**src/sv/uqd_pkg.sv**
```systemverilog
// Package with the types, character codes and hex helpers of the query decoder.
`timescale 1ns / 1ps
package uqd_pkg;

  localparam logic [1:0] KIND_NAME  = 2'd0;
  localparam logic [1:0] KIND_VALUE = 2'd1;
  localparam logic [1:0] KIND_MARK  = 2'd2;

  localparam logic [1:0] PH_NAME    = 2'd0;
  localparam logic [1:0] PH_VALUE   = 2'd1;
  localparam logic [1:0] PH_DISCARD = 2'd2;

  localparam logic [7:0] CH_AMP   = 8'h26;
  localparam logic [7:0] CH_EQ    = 8'h3D;
  localparam logic [7:0] CH_PLUS  = 8'h2B;
  localparam logic [7:0] CH_PCT   = 8'h25;
  localparam logic [7:0] CH_SPACE = 8'h20;

  localparam int unsigned QDEPTH = 4;
  localparam int unsigned QPW    = $clog2(QDEPTH);

  typedef struct packed {
    logic [1:0] kind;
    logic [7:0] data;
    logic       pair_valid;
    logic       query_end;
    logic       run_last;
  } res_t;

  typedef struct packed {
    logic v0;
    logic v1;
    res_t r0;
    res_t r1;
  } push_t;

  function automatic logic hex_ok(input logic [7:0] b);
    return (b >= 8'h30 && b <= 8'h39) || (b >= 8'h41 && b <= 8'h46) ||
           (b >= 8'h61 && b <= 8'h66);
  endfunction

  function automatic logic [3:0] hex_val(input logic [7:0] b);
    logic [7:0] t;
    if (b <= 8'h39) begin
      t = b - 8'h30;
    end else if (b <= 8'h46) begin
      t = b - 8'h37;
    end else begin
      t = b - 8'h57;
    end
    return t[3:0];
  endfunction

endpackage

```
**src/sv/uqd_parse.sv**
```systemverilog
// Per-pair parser state and the single-pass decode of one registered byte.
`timescale 1ns / 1ps
module uqd_parse (
  input  logic          clk,
  input  logic          rst,
  input  logic          go,
  input  logic [7:0]    raw,
  input  logic          last,
  output uqd_pkg::push_t push
);
  import uqd_pkg::*;

  logic [1:0] phase;
  logic       at_start;
  logic [1:0] esc;
  logic [7:0] acc;
  logic       hv;

  logic [1:0] phase_next;
  logic       at_start_next;
  logic [1:0] esc_next;
  logic [7:0] acc_next;
  logic       hv_next;

  logic       e_v;
  logic [1:0] e_kind;
  logic [7:0] e_byte;
  logic       m_v;
  logic       m_pv;
  logic       m_qe;
  logic       dig_ok;
  logic [3:0] dig;
  res_t       e_res;
  res_t       m_res;

  always_comb begin
    phase_next    = phase;
    at_start_next = at_start;
    esc_next      = esc;
    acc_next      = acc;
    hv_next       = hv;
    e_v           = 1'b0;
    e_kind        = phase;
    e_byte        = acc;
    m_v           = 1'b0;
    m_pv          = 1'b0;
    m_qe          = 1'b0;
    dig_ok        = hex_ok(raw);
    dig           = hex_val(raw);

    if (raw == CH_AMP) begin
      e_v           = (esc != 2'd0) && !phase[1];
      m_v           = 1'b1;
      m_pv          = (phase == PH_VALUE);
      m_qe          = last;
      phase_next    = PH_NAME;
      at_start_next = 1'b1;
      esc_next      = 2'd0;
      acc_next      = 8'h00;
      hv_next       = 1'b1;
    end else begin
      if (phase == PH_NAME && raw == CH_EQ) begin
        e_v        = (esc != 2'd0);
        phase_next = at_start ? PH_DISCARD : PH_VALUE;
        esc_next   = 2'd0;
        acc_next   = 8'h00;
        hv_next    = 1'b1;
      end else if (phase[1]) begin
        phase_next = phase;
      end else if (esc != 2'd0) begin
        hv_next = hv & dig_ok;
        if (dig_ok && hv) begin
          acc_next = {acc[3:0], dig};
        end
        esc_next = esc - 2'd1;
        if (esc_next == 2'd0) begin
          e_v      = 1'b1;
          e_byte   = acc_next;
          acc_next = 8'h00;
          hv_next  = 1'b1;
        end
      end else if (raw == CH_PCT) begin
        esc_next = 2'd2;
        acc_next = 8'h00;
        hv_next  = 1'b1;
      end else begin
        e_v    = 1'b1;
        e_byte = (raw == CH_PLUS) ? CH_SPACE : raw;
      end
      at_start_next = 1'b0;

      if (last) begin
        if (esc_next != 2'd0 && !phase_next[1]) begin
          e_v    = 1'b1;
          e_kind = phase_next;
          e_byte = acc_next;
        end
        m_v           = 1'b1;
        m_pv          = (phase_next == PH_VALUE);
        m_qe          = 1'b1;
        phase_next    = PH_NAME;
        at_start_next = 1'b1;
        esc_next      = 2'd0;
        acc_next      = 8'h00;
        hv_next       = 1'b1;
      end
    end
  end

  always_comb begin
    e_res.kind       = e_kind;
    e_res.data       = e_byte;
    e_res.pair_valid = 1'b0;
    e_res.query_end  = 1'b0;
    e_res.run_last   = !m_v;
    m_res.kind       = KIND_MARK;
    m_res.data       = 8'h00;
    m_res.pair_valid = m_pv;
    m_res.query_end  = m_qe;
    m_res.run_last   = 1'b1;
    push.v0          = e_v | m_v;
    push.v1          = e_v & m_v;
    push.r0          = e_v ? e_res : m_res;
    push.r1          = m_res;
  end

  always_ff @(posedge clk) begin
    if (rst) begin
      phase    <= PH_NAME;
      at_start <= 1'b1;
      esc      <= 2'd0;
      acc      <= 8'h00;
      hv       <= 1'b1;
    end else if (go) begin
      phase    <= phase_next;
      at_start <= at_start_next;
      esc      <= esc_next;
      acc      <= acc_next;
      hv       <= hv_next;
    end
  end

endmodule

```
**src/sv/uqd_resq.sv**
```systemverilog
// Small result queue that takes up to two results a cycle while it has room and hands out one unless stalled.
`timescale 1ns / 1ps
module uqd_resq (
  input  logic           clk,
  input  logic           rst,
  input  logic           go,
  input  uqd_pkg::push_t push,
  output logic           room,
  output logic           res_valid,
  input  logic           res_stall,
  output uqd_pkg::res_t  head
);
  import uqd_pkg::*;

  res_t             mem [QDEPTH];
  logic [QPW-1:0]   wr_ptr;
  logic [QPW-1:0]   rd_ptr;
  logic [QPW:0]     count;
  logic [QPW-1:0]   wr_ptr1;
  logic [QPW:0]     n_push;
  logic             pop;

  assign wr_ptr1   = wr_ptr + {{(QPW-1){1'b0}}, 1'b1};
  assign n_push    = go ? ({{QPW{1'b0}}, push.v0} + {{QPW{1'b0}}, push.v1})
                        : {(QPW+1){1'b0}};
  assign pop       = res_valid && !res_stall;
  assign res_valid = (count != {(QPW+1){1'b0}});
  assign room      = (count <= (QPW+1)'(QDEPTH - 2));
  assign head      = mem[rd_ptr];

  always_ff @(posedge clk) begin
    if (go && push.v0) begin
      mem[wr_ptr] <= push.r0;
    end
    if (go && push.v1) begin
      mem[wr_ptr1] <= push.r1;
    end
  end

  always_ff @(posedge clk) begin
    if (rst) begin
      wr_ptr <= '0;
      rd_ptr <= '0;
      count  <= '0;
    end else begin
      wr_ptr <= wr_ptr + n_push[QPW-1:0];
      if (pop) begin
        rd_ptr <= rd_ptr + {{(QPW-1){1'b0}}, 1'b1};
      end
      count <= count + n_push - {{QPW{1'b0}}, pop};
    end
  end

endmodule

```
**src/sv/url_query_decoder.sv**
```systemverilog
// Top level of the form-urlencoded query decoder: input register, parser and result queue.
`timescale 1ns / 1ps
//  Channel  | Handshake              | Payload
//  ---------+------------------------+---------------------------------------------------
//  byte in  | byte_valid, byte_stall | raw_byte, is_last
//  result   | res_valid, res_stall   | kind, decoded_byte, pair_valid, query_end, run_last
//
//  One raw byte is taken per cycle while byte_stall is low; a byte whose results need
//  two beats holds the result port for both, so the sustained rate is one beat per
//  cycle on the result port while res_stall is low. Results pass s1_byte, then the queue.
//  Reset clears the input register, empties the four-entry result queue and puts
//  the parser at the start of a name. A stalled result port fills the queue, and
//  the byte register then raises byte_stall until two entries are free.
module url_query_decoder (
  input  logic       clk,
  input  logic       rst,
  input  logic       byte_valid,
  output logic       byte_stall,
  input  logic [7:0] raw_byte,
  input  logic       is_last,
  output logic       res_valid,
  input  logic       res_stall,
  output logic [1:0] kind,
  output logic [7:0] decoded_byte,
  output logic       pair_valid,
  output logic       query_end,
  output logic       run_last
);
  import uqd_pkg::*;

  logic       s1_valid;
  logic [7:0] s1_byte;
  logic       s1_last;
  logic       room;
  logic       go;
  logic       accept;
  push_t      push;
  res_t       head;

  assign go         = s1_valid && room;
  assign byte_stall = s1_valid && !room;
  assign accept     = byte_valid && !byte_stall;

  always_ff @(posedge clk) begin
    if (rst) begin
      s1_valid <= 1'b0;
    end else if (accept) begin
      s1_valid <= 1'b1;
    end else if (go) begin
      s1_valid <= 1'b0;
    end
  end

  always_ff @(posedge clk) begin
    if (accept) begin
      s1_byte <= raw_byte;
      s1_last <= is_last;
    end
  end

  uqd_parse u_parse (
    .clk  (clk),
    .rst  (rst),
    .go   (go),
    .raw  (s1_byte),
    .last (s1_last),
    .push (push)
  );

  uqd_resq u_resq (
    .clk       (clk),
    .rst       (rst),
    .go        (go),
    .push      (push),
    .room      (room),
    .res_valid (res_valid),
    .res_stall (res_stall),
    .head      (head)
  );

  assign kind         = head.kind;
  assign decoded_byte = head.data;
  assign pair_valid   = head.pair_valid;
  assign query_end    = head.query_end;
  assign run_last     = head.run_last;

endmodule

```
**config.mk**
```make
export PLATFORM = sky130hd
export DESIGN_NAME = url_query_decoder
export DESIGN_NICKNAME = d
export VERILOG_FILES = /design/src/sv/uqd_pkg.sv /design/src/sv/uqd_parse.sv /design/src/sv/uqd_resq.sv /design/src/sv/url_query_decoder.sv
export SDC_FILE = /design/constraint.sdc
export NUM_CORES = 1
export LEC_CHECK = 0
export ABC_AREA = 1
export BUFFER_PORTS_ARGS = -buffer_cell sky130_fd_sc_hd__buf_2
export CAP_MARGIN = 25
export CORE_MARGIN = 1.5
export CORE_UTILIZATION = 60
export DETAILED_ROUTE_END_ITERATION = 10
export PLACE_DENSITY = 0.85
export SLEW_MARGIN = 0
export SYNTH_ARGS = -nofsm -noshare
export SYNTH_HDL_FRONTEND = slang
export SYNTH_SLANG_ARGS = --single-unit
```
**constraint.sdc**
```tcl
create_clock -name clk -period 9 [get_ports clk]
set_input_delay 1.8 -clock clk [delete_from_list [all_inputs] [get_ports clk]]
set_output_delay 1.8 -clock clk [all_outputs]
set_load 0.02 [all_outputs]
```
==> metrics <==
status=complete, no violations; fin area=5170 um^2; Hold Violations, Final=0; slew at the pin closest to its max-slew limit=1020 ps; via density per instance=5.90; post-DR wirelength/cell=15.6 um; final WL=12.7 mm; Placement Setup Slack=4980 ps; area grow syn2layout=7.24%; TritonCTS clock tree=yes; first-pass GRT wire length=21.3 mm; antenna violations before repair=0; WP data required=7200 ps; part of the power in combinational logic=31.1%; I/O pin total=28; CTS Buffer Depth=2; switching power=0.468 mW; largest net degree at the start of global routing=28; Pint=0.780 mW; routed vias=4,810; Yosys reg bits=85; Total GRT Usage=31.6%; total power=1.25 mW; final setup vio count=0; first-pass detailed-route iteration total=5; Placed Instances=799; worst relative slew slack=31.6%; max-cap violations=0; Yosys warnings=0; syn avg cell area=6.93 um^2; min-delay worst type=flip-flop to flip-flop; Seq/Total Area, Yosys=38.8%; final core utilization=66.5%; M1 GR Usage=40.2%; Final Skew=14.8 ps; row count=32; antenna cells=0; GP Congestion=0.939; CP endpoint kind=output pin; Remaining DRCs=0; worst-case vdd ir drop=0.122 mV; Tcrit/Tclk final=47.8%; Highest Clock Rate=0.232 GHz; Final WS setup=4700 ps; Cell Area, Placed=4950 um^2; Post-DP HPWL=9.09 mm; initial DRC count=448; fin nets=733; Clk pwr share=24.4%; Non-Filler Instances=815; Sw Share=37.5%; # hold bufs at CTS=0; largest fanout on the critical path=27; clk sink count=85; most frequent cells in the layout=192 x nand2_1, 92 x nor2_1, 68 x dfxtp_1; root buffer cell=clkbuf_8; grt met2 use=51.3%; Num CTS Buffers=9; Hold WS=454 ps; RSZ-0062 raised after global routing=false; part of the power in registers=44.5%; net count of the mapped netlist=720; met3 GRT Util=5.67%; leading cell type in the layout, fill and taps excluded=nand2_1; vias in the first global route=4,518; clk_lat worst skew=370 ps; CP arrival=2500 ps; Netlist cell types=37; CTS clk-pin slew, worst paths=90 ps; Slew Viols, Final=0; port bufs=27; Gates resized, CTS repair=0; Leak=2.38 nW; effective utilization at floorplan=62.0%; DIE AREA=8580 um^2; total gr overflow=0; cells after synthesis=695; Die H=92.6 um; post-synthesis cell area=4820 um^2; Die X=92.6 um; Core ar.=7770 um^2; layer with the highest usage=met2; Setup Buffers After CTS=0; critical path class=flip-flop to output pin; Detail Route Antenna Nets=0; Final min period=4300 ps; critical path launch point type=flip-flop; Pwr Density=241 nW/um^2; H-Tree Depth=3; ratio of cells with drive above 1 in the final layout=10.8%; Setup TNS Final=0 ps
## worst paths after layout
| path | startpoint | endpoint | slack (ps) | depth (start not counted) |
|---|---|---|---|---|
| worst max-delay path | flip-flop | decoded_byte[4] | 4700 | 4 |
| worst min-delay path | u_resq.mem[2][5] | u_resq.mem[2][5] | 450 | 2 |
| worst max register to register | s1_byte[1] | u_resq.mem[0][1] | 4830 | 19 |
| worst min register to register | u_resq.mem[2][5] | u_resq.mem[2][5] | 450 | 2 |
## Yosys cell counts, drive strengths merged
cell      n  area share (%)
nand2   196              16
clkbuf   17             1.3
nor2    100             8.6
nor3     13             2.2
nand4    32             4.5
o21ai    48             5.0
inv      64             5.0
ha       11             2.9
buf       9             1.5
a21oi    50             5.3
nand3    40             4.6
a22oi     1            0.16
dfxtp    68              28
o211ai    5            0.78
edfxtp   17              11
clkinv    3            0.26
o211a     1            0.21
fa        1            0.42
o22ai    15             1.9
a211oi    2            0.52
xor2      2            0.36
## cell type report
class / count / area [um^2]
Timing Repair Buffer: 28 / 143
Multi-Input combinational cell: 517 / 2560
Tap cell: 102 / 128
Inverter: 67 / 253
Clock buffer: 11 / 131
Fill cell: 674 / 2600
Clock inverter: 5 / 82.6
Sequential cell: 85 / 1870
## per-layer routing
metal	vias up	share of wire (%)
met1	2183	42
li1	2320	-
met2	260	47
met4	0	3.6
met5	-	0
met3	47	7.6
## flip-flops by register name, indices dropped and copies added, names as in the netlist, named ones only
| signal | flops |
|---|---|
| u_resq.count | 3 |
| u_parse.hv | 1 |
| u_resq.wr_ptr | 2 |
| s1_valid | 1 |
| s1_last | 1 |
| u_parse.acc | 8 |
| u_parse.esc | 2 |
| u_resq.mem | 52 |
| u_resq.rd_ptr | 2 |
| s1_byte | 8 |
| u_parse.phase | 2 |
| u_parse.at_start | 1 |
## power groups by stage
stage,Sequential [mW],Clock (mW),Combinational [mW]
floorplan,0.531,0,0.301
global placement,0.558,0,0.368
detailed placement,0.562,0,0.384
CTS,0.554,0.306,0.386
global route,0.566,0.322,0.437
finish,0.555,0.305,0.388
## worst max-delay path, stage by stage (launching register included)
cell and delay, ps:
dfxtp_1 880, inv_1 610, o21ai_0 370, o22ai_1 100
buf_2 170
## cells by family after synthesis
kind of cell,Yosys count,synth area share [%]
compound gates,122,13.9
xor+xnor,2,0.364
fa+ha+maj,12,3.27
buf+inv,93,8.05
flops,85,38.8
simple gates,381,35.6
Note: power is estimated with default switching activity, not from simulation.
